**src/hw/rtl/npm_pkg.sv**
```systemverilog
package npm_pkg;

    // field widths fixed by the stream format
    localparam int COEFF_W = 16;
    localparam int INDEX_W = 9;
    localparam int S_DATA_W = 32;
    localparam int M_DATA_W = 32;
    localparam int M_PAD_W = M_DATA_W - COEFF_W - INDEX_W;

    // tuser codes on the input side
    localparam logic ACT_LOAD = 1'b0;
    localparam logic ACT_READ = 1'b1;

    // cycles between the last multiply issue and the final result write
    localparam int DRAIN_CYCLES = 3;

    typedef enum logic [1:0] {
        ST_IDLE,
        ST_MAC,
        ST_DRAIN
    } state_t;

    typedef struct packed {
        logic load_we;
        logic res_rd;
        logic rd_last;
        logic rd_zero;
        logic mac_issue;
        logic mac_first;
        logic mac_last;
        logic mac_neg;
    } ctl_t;

    typedef struct packed {
        logic room;
    } sts_t;

endpackage

```
**src/hw/rtl/npm_ctrl.sv**
```systemverilog
module npm_ctrl
    import npm_pkg::*;
#(
    parameter int COEFF_COUNT = 512,
    localparam int AW = $clog2(COEFF_COUNT)
) (
    input  logic               clk,
    input  logic               rst_n,
    input  logic               s_tvalid,
    input  logic               s_tuser,
    output logic               s_tready,
    input  sts_t               sts,
    output ctl_t               ctl,
    output logic [AW-1:0]      load_addr,
    output logic [AW-1:0]      a_rd_addr,
    output logic [AW-1:0]      b_rd_addr,
    output logic [AW-1:0]      res_k,
    output logic [AW-1:0]      res_rd_addr,
    output logic [INDEX_W-1:0] rd_index
);

    localparam logic [AW-1:0] LAST_POS = AW'(COEFF_COUNT - 1);

    state_t        state_reg, state_next;
    logic [AW-1:0] load_pos_reg, load_pos_next;
    logic [AW-1:0] read_pos_reg, read_pos_next;
    logic [AW-1:0] i_reg, i_next;
    logic [AW-1:0] j_reg, j_next;
    logic [AW-1:0] k_reg, k_next;
    logic          neg_reg, neg_next;
    logic [1:0]    drain_reg, drain_next;
    logic          done_reg, done_next;

    always_ff @(posedge clk or negedge rst_n)
    begin
        if (!rst_n)
        begin
            state_reg    <= ST_IDLE;
            load_pos_reg <= '0;
            read_pos_reg <= '0;
            i_reg        <= '0;
            j_reg        <= '0;
            k_reg        <= '0;
            neg_reg      <= 1'b0;
            drain_reg    <= '0;
            done_reg     <= 1'b0;
        end
        else
        begin
            state_reg    <= state_next;
            load_pos_reg <= load_pos_next;
            read_pos_reg <= read_pos_next;
            i_reg        <= i_next;
            j_reg        <= j_next;
            k_reg        <= k_next;
            neg_reg      <= neg_next;
            drain_reg    <= drain_next;
            done_reg     <= done_next;
        end
    end

    always_comb
    begin
        state_next    = state_reg;
        load_pos_next = load_pos_reg;
        read_pos_next = read_pos_reg;
        i_next        = i_reg;
        j_next        = j_reg;
        k_next        = k_reg;
        neg_next      = neg_reg;
        drain_next    = drain_reg;
        done_next     = done_reg;
        ctl           = '0;
        s_tready      = 1'b0;

        case (state_reg)
            ST_IDLE:
            begin
                s_tready = sts.room;
                if (s_tvalid && sts.room)
                begin
                    if (s_tuser == ACT_READ)
                    begin
                        ctl.res_rd  = 1'b1;
                        ctl.rd_last = (read_pos_reg == LAST_POS);
                        // no product formed yet: result reads as zero
                        ctl.rd_zero = !done_reg;
                        read_pos_next = (read_pos_reg == LAST_POS) ? '0 : read_pos_reg + AW'(1);
                    end
                    else
                    begin
                        ctl.load_we = 1'b1;
                        if (load_pos_reg == LAST_POS)
                        begin
                            load_pos_next = '0;
                            state_next    = ST_MAC;
                            i_next        = '0;
                            j_next        = '0;
                            k_next        = '0;
                            neg_next      = 1'b0;
                        end
                        else
                        begin
                            load_pos_next = load_pos_reg + AW'(1);
                        end
                    end
                end
            end

            ST_MAC:
            begin
                // output k collects a[i] * b[(k - i) mod n], negated once j wraps
                ctl.mac_issue = 1'b1;
                ctl.mac_first = (i_reg == '0);
                ctl.mac_last  = (i_reg == LAST_POS);
                ctl.mac_neg   = neg_reg;
                if (i_reg == LAST_POS)
                begin
                    i_next   = '0;
                    neg_next = 1'b0;
                    if (k_reg == LAST_POS)
                    begin
                        state_next = ST_DRAIN;
                        drain_next = '0;
                    end
                    else
                    begin
                        k_next = k_reg + AW'(1);
                        j_next = k_reg + AW'(1);
                    end
                end
                else
                begin
                    i_next = i_reg + AW'(1);
                    if (j_reg == '0)
                    begin
                        j_next   = LAST_POS;
                        neg_next = 1'b1;
                    end
                    else
                    begin
                        j_next = j_reg - AW'(1);
                    end
                end
            end

            ST_DRAIN:
            begin
                if (drain_reg == 2'(DRAIN_CYCLES - 1))
                begin
                    state_next = ST_IDLE;
                    done_next  = 1'b1;
                end
                else
                begin
                    drain_next = drain_reg + 2'd1;
                end
            end

            default:
            begin
                state_next = ST_IDLE;
            end
        endcase
    end

    assign load_addr   = load_pos_reg;
    assign a_rd_addr   = i_reg;
    assign b_rd_addr   = j_reg;
    assign res_k       = k_reg;
    assign res_rd_addr = read_pos_reg;
    assign rd_index    = INDEX_W'(read_pos_reg);

endmodule

```
**config.mk**
```make
export PLATFORM = sky130hd
export DESIGN_NAME = npm_ctrl
export DESIGN_NICKNAME = d
export VERILOG_FILES = /design/src/hw/rtl/npm_pkg.sv /design/src/hw/rtl/npm_ctrl.sv
export SDC_FILE = /design/constraint.sdc
export NUM_CORES = 1
export LEC_CHECK = 0
export BUFFER_PORTS_ARGS = -buffer_cell sky130_fd_sc_hd__buf_2
export CAP_MARGIN = 25
export CELL_PAD_IN_SITES_DETAIL_PLACEMENT = 1
export CELL_PAD_IN_SITES_GLOBAL_PLACEMENT = 1
export CORE_UTILIZATION = 41
export CTS_CLUSTER_SIZE = 16
export DETAILED_ROUTE_END_ITERATION = 8
export PLACE_DENSITY_LB_ADDON = 0.1
export SETUP_SLACK_MARGIN = 0.5
export SLEW_MARGIN = 15
export SYNTH_ARGS = -nofsm -noshare
export SYNTH_HDL_FRONTEND = slang
export SYNTH_SLANG_ARGS = --single-unit
```
**constraint.sdc**
```tcl
create_clock -name clk -period 3.01 [get_ports clk]
set_input_delay 0.301 -clock clk [delete_from_list [all_inputs] [get_ports clk]]
set_output_delay 0.301 -clock clk [all_outputs]
set_load 0.005 [all_outputs]
```
---- After elaboration in Yosys (flattened, before gate mapping) ----
Index checks and enable logic that the tools add are counted.
cells by class
  add/subtract/negate cells ............... 6
  eq/ne operators ......................... 17
  bitwise operators ....................... 1
  reduce and logical (&&, ||, !) cells .... 16
  multiplexer cells ....................... 36
operators with widths
  cell                                                  count
  two-way mux 9 bit                                     10
  one-hot mux 9 bit (2 select lines)                    3
  adder 9 x 1 -> 9 bit (second input constant)          4
  equality test 9 bit (second input constant)           4
  logical NOT 9 bit                                     2
  two-way mux 2 bit                                     9
  != test 2 bit (second input constant)                 8
  two-way mux 4 bit                                     3
  AND reduction 6 bit                                   2
  AND reduction 5 bit                                   2
  subtractor 9 x 1 -> 9 bit (second input constant)     1
  AND reduction 4 bit                                   2
  two-way mux 1 bit                                     7
  != test 3 bit (second input constant)                 2
  one-hot mux 2 bit (3 select lines)                    1
  AND reduction 3 bit                                   2
  equality test 2 bit (second input constant)           2
  one-hot mux 2 bit (2 select lines)                    1
  nonzero test 2 bit                                    2
  two-way mux 3 bit                                     1
  adder 2 x 1 -> 2 bit (second input constant)          1
  equality test 2 x 1 -> 1 bit (second input constant)  1
  logical NOT 2 bit                                     1
  one-hot mux 1 bit (2 select lines)                    1
  other kinds (4)                                       4
storage, ports and cells
  output and inout bits ................... 63
  register bits after elaboration ......... 51

---- Depth between registers and ports, before layout ----
Gate-level depths: netlist of run 1.
  depth after elaboration ................. 5
  depth in mapped cells ................... 10

---- Worst setup path after synthesis of run 1 ----
No wires, ideal clock.
  kind .................................... register -> register
  start point ............................. register load_pos_reg[0] (netlist: load_addr[0])
  end point ............................... register i_reg[4] (netlist: a_rd_addr[4])
  cell stages (with the launch flop) ...... 10
  setup time .............................. 0.076 ns
  setup slack ............................. 0.883 ns
  arrival ................................. 2.050 ns
  buffers on the path ..................... 1
  path through ............................ dfrtp_1 -> ha_1 -> nand3_1 -> nor2_1 -> ha_1 -> and4b_1 -> buf_6 -> a22o_4 -> or4_1 -> o21ai_1
between the ends
  longest elaborated chain between the ends .. 3
RTL lines
  element                               line            text
  start: declaration                    npm_ctrl.sv:25  logic [AW-1:0] load_pos_reg, load_pos_next;
  start signal: assignment              npm_ctrl.sv:51  load_pos_reg <= load_pos_next;
  equality test 9 bit                   npm_ctrl.sv:93  if (load_pos_reg == LAST_POS)
  != test 2 bit (no source line)        --
  AND reduction 4 bit (no source line)  --
  end signal: assignment                npm_ctrl.sv:53  i_reg <= i_next;
  end: declaration                      npm_ctrl.sv:27  logic [AW-1:0] i_reg, i_next;
No other way between the ends.
A chain may end at the register's enable or synchronous reset.

==> impl_metrics.sql, run 1 <==
INSERT INTO impl_metrics (metric_group, metric, value, unit) VALUES
('setup_path', 'worst-endpoint-required', '2.71', 'ns'),
('setup_path', 'critical-path-top-delay-family', 'simple AND/OR/NAND/NOR gates', ''),
('synth', 'ys_top_cells_by_area', 'dfrtp_1 (42%), o21ai_0 (5.8%), ha_1 (4.5%), nand2_1 (4.0%), nor2_1 (3.8%)', ''),
('setup_path', 'setup.reg_to_reg.worst_slack', '0.64', 'ns'),
('finish', 'most_frequent_standard_cell_in_the_layout_excluding_fill_and_tap_cells', 'buf_2', ''),
('sta', 'achievable-frequency', '415.5', 'MHz'),
('power_and_ir_drop', 'share_comb_of_total_power', '0.146', ''),
('sta', 'final.period_utilization', '0.7996', ''),
('setup_path', 'worstPathArrival', '2.11', 'ns'),
('power_and_ir_drop', 'clock_power_share', '0.274', ''),
('floorplan', 'placeableCoreArea', '7214', 'um2'),
('synth', 'synth_seq_cells', '51', ''),
('synth', 'mappedNetlistArea', '3038', 'um2'),
('finish', 'layout.cells.most_common_list', 'buf_2 (67), dfrtp_1 (48), o21ai_0 (34)', ''),
('grt', 'initial_antenna_violation_count', '0', ''),
('place', 'detailed_place_hpwl', '6.060', 'mm'),
('synth', 'postSynthCellCount', '334', ''),
('floorplan', 'core.rowCount', '31', ''),
('power_and_ir_drop', 'power_leakage', '1.647', 'nW'),
('grt', 'grt_pass1_vias', '2617', ''),
('routing', 'average_via_count_per_standard_cell', '5.529', ''),
('synth', 'synth_area_per_cell', '9.096', 'um2'),
('synth', 'ys.flop_type', 'dfrtp_1', ''),
('floorplan', 'start_util', '0.4211', ''),
('clock_network', 'clock_sink_count', '51', ''),
('routing', 'routed-via-count', '2726', ''),
('sta', 'post-route-min-period', '2.407', 'ns'),
('floorplan', 'die_ar', '7758', 'um2'),
('setup_path', 'worstReg2RegEnd', 'b_rd_addr[7]$_DFFE_PN0P_', ''),
('power_and_ir_drop', 'intPower', '985.1', 'uW'),
('power_and_ir_drop', 'sequentialPowerShare', '0.580', ''),
('clock_network', 'clock-root-buffer', 'clkbuf_8', ''),
('sta', 'finalSetupViolations', '0', ''),
('hold_path', 'holdCritPathClass', 'in2async', ''),
('setup_path', 'timing.reg2reg.worst_path_depth', '8', ''),
('sta', 'hold_viol_final', '0', ''),
('grt', 'grt_overflow', '0', ''),
('setup_path', 'path_class', 'reg2out', ''),
('finish', 'post_route_cells_drive_above_1_share', '0.2563', ''),
('sta', 'worst_slew_margin_rel', '0.5256', ''),
('synth', 'synth_seq_area_share', '0.4201', ''),
('sta', 'number_of_max_slew_violations_in_the_final_report', '0', ''),
('synth', 'synthesis.nets', '350', ''),
('synth', 'ys_async_sr_fraction', '1.000', ''),
('grt', 'wire_length_of_the_first_global_routing_pass', '13.58', 'mm'),
('synth', 'post_synth_num_cell_types', '57', ''),
('setup_path', 'slowest_stage', 'dfrtp_1', ''),
('power_and_ir_drop', 'p_per_area', '393.4', 'nW/um2'),
('setup_path', 'setup.worst_path.start_class', 'register', ''),
('place', 'placed_insts', '484', ''),
('routing', 'finalWirelength', '8.321', 'mm'),
('setup_path', 'rr_startpoint', 'a_rd_addr[2]$_DFFE_PN0P_', ''),
('clock_network', 'clkSlewWorstSetupHoldPaths', '0.09', 'ns'),
('setup_path', 'series_of_cell_instances_along_the_critical_path', 'ha_1, and3_1, nand3_1, nor2_1, ha_4, inv_1, nor2_1, buf_2', ''),
('floorplan', 'dieWidth', '88.08', 'um'),
('setup_path', 'timing.critical_path.buf_inv', '2', ''),
('outcome', 'status', 'completed', ''),
('grt', 'grtUsageTotal', '0.2269', ''),
('clock_network', 'cts-buffers-inserted', '5', ''),
('synth', 'post-synth-top-area-fraction', '0.4201', ''),
('power_and_ir_drop', 'p_switching', '391.1', 'uW'),
('sta', 'final.setup_skew', '0.01036', 'ns'),
('synth', 'yosys_warnings', '0', ''),
('clock_network', 'clock_tree.htree_level_count', '2', ''),
('routing', 'drt_iter0_markers', '201', ''),
('routing', 'postRouteAntennaNets', '0', ''),
('finish', 'fin_cells', '493', ''),
('synth', 'post-synth-top-area-cell', 'dfrtp_1', ''),
('routing', 'routedWlPerCell', '16.88', 'um'),
('clock_network', 'clock_latency', '0.30', 'ns'),
('grt', 'grt_max_degree', '32', '');
==> power by group through the flow <==
stage          Sequential (mW)  Clock, mW  Combinational (mW)
2_1_floorplan            0.802          0               0.123
3_3_place_gp             0.808          0               0.199
3_5_place_dp             0.812          0               0.206
4_1_cts                  0.798      0.393               0.207
5_1_grt                  0.812      0.418               0.233
6_report                 0.798      0.377               0.201
==> layer usage <==
layer / track usage / wire length (um)
met3: 0.03393 / 283
met5: 0 / 0
met4: 0.05132 / 72
met1: 0.3239 / 4047
met2: 0.3643 / 3918
==> worst max path at each step <==
stage,slack [ns],endpoint,startpoint,cells after the start
floorplan,0.88,a_rd_addr[4]$_DFFE_PN0P_,load_addr[0]$_DFFE_PN0P_,9
global placement,0.46,b_rd_addr[5]$_DFFE_PN0P_,load_addr[0]$_DFFE_PN0P_,8
detailed placement,0.34,b_rd_addr[5]$_DFFE_PN0P_,res_k[0]$_DFFE_PN0P_,9
CTS,0.55,res_k[2]$_DFFE_PN0P_,load_addr[1]$_DFFE_PN0P_,9
global route,0.40,ctl[5],rd_index[0]$_DFFE_PN0P_,8
finish,0.60,ctl[5],rd_index[0]$_DFFE_PN0P_,8
==> cell usage after synthesis, types with 4 or more instances <==
master	instances
xor2_1	5
ha_1	11
nand3_1	15
nor3_1	5
o31ai_1	8
inv_1	17
buf_2	4
xnor2_1	5
a211oi_1	4
or3_1	4
nor2_1	31
o21a_1	4
and2_1	4
nand2_1	32
nor4_1	6
clkbuf_1	4
dfrtp_1	51
buf_4	10
a21oi_1	10
buf_6	4
o21ai_0	35
and3_1	5
==> worst reg2reg max path, cell delays in order, from the launching register on <==
cell and delay, ns:
dfrtp_2 0.47, and4_1 0.24, nand2_1 0.11, nor2_1 0.06, ha_1 0.22, buf_4 0.21, or3b_2 0.57, a31o_2 0.25
o211ai_1 0.17
==> stage by stage <==
stage | cell area, um2 | hold slack (ns) | total power, mW | util | setup WS (ns)
after detailed placement | 3381 | 0.4027 | 1.017 | 0.4686 | 0.3435
after CTS | 3461 | 0.06607 | 1.398 | 0.4797 | 0.5475
final | 3498 | 0.04454 | 1.376 | 0.4849 | 0.6031
after global placement | 3381 | 0.3963 | 1.007 | 0.4686 | 0.4620
after global routing | 3498 | 0.08047 | 1.462 | 0.4849 | 0.4000
after floorplan | 3038 | 0.005409 | 0.9247 | - | 0.8835
==> logic make-up after synthesis <==
group,Yosys count,share of synthesized area
flip-flops,51,0.4201
adder cells (fa/ha/maj),11,0.04530
AO/OA/AOI/OAI,96,0.2101
buffers and inverters,41,0.07784
XOR/XNOR,10,0.02883
AND/OR/NAND/NOR,123,0.2105
multiplexers,2,0.007413
==> timing repair <==
action,4_1_cts,5_1_grt
setup buffers,0,3
resized for setup,2,6
setup endpoints to repair,8,22
pin swaps,0,1
hold endpoints to repair,0,0
gates cloned,0,0
==> area by class of cell <==
class | instances | area (um2)
sequential | 51 | 1280
tap | 99 | 123.9
fill | 911 | 3716
timing repair buffer | 77 | 410.4
multi-input combinational | 242 | 1544
clock buffer | 6 | 72.57
inverter | 18 | 67.56
Power figures use the tool's default switching activity.
==> inputs of run 2 (changes only) <==
--- a/config.mk
+++ b/config.mk
@@ -5,11 +5,12 @@
 export SDC_FILE = /design/constraint.sdc
 export NUM_CORES = 1
 export LEC_CHECK = 0
+export ABC_AREA = 1
 export BUFFER_PORTS_ARGS = -buffer_cell sky130_fd_sc_hd__buf_2
 export CAP_MARGIN = 25
 export CELL_PAD_IN_SITES_DETAIL_PLACEMENT = 1
 export CELL_PAD_IN_SITES_GLOBAL_PLACEMENT = 1
-export CORE_UTILIZATION = 41
+export CORE_UTILIZATION = 39
 export CTS_CLUSTER_SIZE = 16
 export DETAILED_ROUTE_END_ITERATION = 8
 export PLACE_DENSITY_LB_ADDON = 0.1
==> constraint.sdc (replaced) <==
create_clock -name clk -period 2.3 [get_ports clk]
set_input_delay 0.23 -clock clk [delete_from_list [all_inputs] [get_ports clk]]
set_output_delay 0.23 -clock clk [all_outputs]
set_load 0.005 [all_outputs]
==> run 2 against run 1 <==
Synthesized cell count up 22%. Combinational power down 83%. Setup slack worse by 0.32 ns. Die area up 7.2%. Register-to-register slack worse by 0.36 ns. Sequential cell count unchanged. Cell count up 27%. Final area up 25%. Critical path depth up 7. Count of clock-buffer cells in the layout up 1. Largest power group unchanged.
==> impl_metrics.sql, run 2 <==
INSERT INTO impl_metrics (metric_group, metric, value, unit) VALUES
('outcome', 'status', 'completed', ''),
('synth', 'post_synth_num_cell_types', '34', ''),
('clock_network', 'cts_tree', 'yes', ''),
('synth', 'post-synth-top-area-fraction', '0.4111', ''),
('finish', 'final_nets', '539', ''),
('setup_path', 'timing.reg2reg.worst_path_depth', '15', ''),
('sta', 'grt_setup_unrepaired', 'yes', ''),
('floorplan', 'chipHeight', '91.22', 'um'),
('power_and_ir_drop', 'sequentialPowerShare', '0.615', ''),
('power_and_ir_drop', 'share_comb_of_total_power', '0.023', ''),
('sta', 'final.period_utilization', '0.8779', ''),
('power_and_ir_drop', 'total_power', '1.459', 'mW'),
('grt', 'wire_length_of_the_first_global_routing_pass', '16.42', 'mm'),
('finish', 'flow.area_growth_from_synthesis', '40.35', '%'),
('routing', 'postRouteAntennaNets', '0', ''),
('power_and_ir_drop', 'p_per_area', '335.0', 'nW/um2'),
('setup_path', 'path_class', 'reg2reg', ''),
('sta', 'final.setup_skew', '0.005413', 'ns'),
('grt', 'grtUsageTotal', '0.2488', ''),
('clock_network', 'clock_sink_count', '51', ''),
('grt', 'use_met1', '0.2963', ''),
('setup_path', 'setup.worst_path.start_class', 'register', ''),
('synth', 'cell_types_with_the_highest_counts_after_synthesis', 'nand2_1 (100), inv_1 (62), dfrtp_1 (51)', ''),
('power_and_ir_drop', 'clock_power_share', '0.362', ''),
('place', 'io_buffers', '67', ''),
('place', 'detailed_place_hpwl', '6.530', 'mm'),
('synth', 'synth_area_per_cell', '7.590', 'um2'),
('synth', 'synth_seq_area_share', '0.4111', ''),
('place', 'gp_congestion', '0.7776', ''),
('power_and_ir_drop', 'p_switching', '340.2', 'uW'),
('clock_network', 'clock_tree.htree_level_count', '2', ''),
('synth', 'yosys_warnings', '0', ''),
('setup_path', 'worst-path-max-fanout', '7', ''),
('synth', 'synthesis.nets', '425', ''),
('grt', 'globalRouteMet2Util', '0.4609', ''),
('routing', 'finalWirelength', '10.06', 'mm'),
('floorplan', 'start_util', '0.4017', ''),
('sta', 'hold_viol_final', '0', ''),
('sta', 'worst_slew_margin_rel', '0.7379', ''),
('routing', 'drt_iter0_markers', '118', ''),
('synth', 'postSynthCellCount', '409', ''),
('synth', 'post-synth-top-area-cell', 'dfrtp_1', ''),
('grt', 'initial_antenna_violation_count', '0', ''),
('synth', 'ys.flop_type', 'dfrtp_1', ''),
('floorplan', 'die_ar', '8320', 'um2'),
('clock_network', 'cts-buffers-inserted', '5', ''),
('grt', 'gr-max-usage-layer', 'met2', ''),
('clock_network', 'clock_latency', '0.31', 'ns'),
('grt', 'gr-usage-met3', '0.03601', ''),
('clock_network', 'clkSlewWorstSetupHoldPaths', '0.10', 'ns'),
('grt', 'grt_pass1_vias', '3417', ''),
('clock_network', 'clockBufferDepth', '2', ''),
('finish', 'post_route_cells_drive_above_1_share', '0.4427', ''),
('routing', 'routed-via-count', '3216', ''),
('synth', 'synth_enable_flop_cells', '0', ''),
('sta', 'finalSetupViolations', '0', ''),
('power_and_ir_drop', 'power.share.switching', '0.2331', ''),
('grt', 'grt_overflow', '0', ''),
('synth', 'post-synth-top-count-cell', 'nand2_1', ''),
('finish', 'diodes', '0', ''),
('setup_path', 'worstPathArrival', '2.23', 'ns'),
('sta', 'achievable-frequency', '495.3', 'MHz'),
('hold_path', 'holdCritPathClass', 'in2async', ''),
('setup_path', 'cp-end-kind', 'register', ''),
('routing', 'routedWlPerCell', '16.07', 'um'),
('routing', 'drt_drc_violations_left', '0', ''),
('power_and_ir_drop', 'intPower', '1.119', 'mW'),
('routing', 'drtPass1Iterations', '4', ''),
('sta', 'tightestPinTransition', '0.3891', 'ns'),
('power_and_ir_drop', 'vdd_ir_drop_max', '0.2328', 'mV'),
('floorplan', 'placeableCoreArea', '7727', 'um2'),
('floorplan', 'boundaryPins', '68', ''),
('finish', 'final.fill_count', '989', ''),
('synth', 'mappedNetlistArea', '3104', 'um2'),
('clock_network', 'clock-root-buffer', 'clkbuf_8', ''),
('grt', 'grt_max_degree', '29', ''),
('sta', 'post-route-min-period', '2.019', 'ns'),
('routing', 'average_via_count_per_standard_cell', '5.137', ''),
('setup_path', 'worst-endpoint-required', '2.51', 'ns'),
('synth', 'synth_seq_cells', '51', ''),
('sta', 'number_of_max_slew_violations_in_the_final_report', '0', ''),
('floorplan', 'dieWidth', '91.22', 'um'),
('synth', 'ys_async_sr_fraction', '1.000', ''),
('power_and_ir_drop', 'power_leakage', '2.283', 'nW'),
('finish', 'finish.utilization', '0.5638', ''),
('run', 'max_cap_violations', '0', ''),
('floorplan', 'core.rowCount', '32', ''),
('synth', 'ys_top_cells_by_area', 'dfrtp_1 (41%), nand2_1 (12%), inv_1 (7.5%), nand3_1 (6.4%), nor2_1 (4.7%)', ''),
('finish', 'most_frequent_standard_cell_in_the_layout_excluding_fill_and_tap_cells', 'nand2_1', ''),
('finish', 'layout.cells.most_common_list', 'nand2_1 (80), buf_2 (67), inv_1 (52)', '');
run 2: layer usage:
metal | vias up | share of wire
met2 | 79 | 0.53
met4 | 0 | 0.018
li1 | 1534 | -
met5 | - | 0
met1 | 1588 | 0.42
met3 | 15 | 0.034
run 2: cell families after synthesis:
| kind of cell | Yosys count | synth area share |
|---|---|---|
| xor gates and xnor gates | 3 | 0.008466 |
| buffers and inverters | 81 | 0.1181 |
| and+or+nand+nor | 210 | 0.3160 |
| adders and majority gates | 11 | 0.04434 |
| DFF | 51 | 0.4111 |
| AOI/OAI and AO/OA | 53 | 0.1020 |
run 2: worst paths after layout:
path / endpoint / start / slack (ns)
hold / removal: load_addr[5]$_DFFE_PN0P_ / rst_n / 0.26
max in group asynchronous: state_reg[0]$_DFFE_PN0P_ / rst_n / 1.43
min in group clk: rd_index[1]$_DFFE_PN0P_ / s_tuser / 0.38
setup / recovery: b_rd_addr[8]$_DFFE_PN0P_ / res_k[0]$_DFFE_PN0P_ / 0.28
hold reg to reg: done_reg$_DFFE_PN0P_ / done_reg$_DFFE_PN0P_ / 0.47
setup reg to reg: b_rd_addr[8]$_DFFE_PN0P_ / res_k[0]$_DFFE_PN0P_ / 0.28
run 2: area by class of cell:
type,count,area [um2],share of cell area
Tap cell,102,127.6,0.02929
Clock inverter,1,5.005,0.001149
Timing Repair Buffer,119,758.2,0.1740
Inverter,67,269.0,0.06175
Clock buffer,7,76.32,0.01752
Multi-Input combinational cell,279,1843,0.4230
Sequential cell,51,1277,0.2932
run 2: worst max-delay path, cell delays in order (launching register included):
cell and delay (ns):
dfrtp_1 0.37, ha_2 0.19, nand2_2 0.07, inv_2 0.07, nand3_2 0.09, nor2_2 0.11
nand2_2 0.06, nor2_2 0.10, ha_2 0.21, inv_2 0.05, o21ai_4 0.19, nand2_4 0.14
nand2_1 0.08, nand2_1 0.06, nand2_1 0.08, inv_1 0.04
run 2: power groups by stage:
stage          clock [mW]  combinational [mW]  sequential [mW]
2_1_floorplan           0             0.00461            0.915
3_3_place_gp            0              0.0322            0.915
3_5_place_dp            0              0.0329            0.915
4_1_cts             0.542              0.0352            0.897
5_1_grt             0.575              0.0390            0.897
6_report            0.529              0.0338            0.897
run 2: repair_timing:
item | 4_1_cts | 5_1_grt
endpoints found under the hold margin | 4 | 0
hold buffers | 1 | 0
gates cloned | 2 | 0
pin swaps | 37 | 23
setup buffers | 37 | 9
setup endpoints to repair | 43 | 41
resized for setup | 65 | 41
run 2: per-stage QoR:
step	hold WS [ns]	setup slack, ns	area (um2)	instances	setup TNS, ns
final	0.2567	0.2809	4357	626	0
after global routing	0.2569	0.1227	4357	626	0
after CTS	0.2614	0.2912	4138	617	0
after detailed placement	0.06233	-0.004841	3546	569	-0.004841
after global placement	0.06382	0.07275	3546	569	0
after floorplan	-0.06559	0.3629	3158	409	0
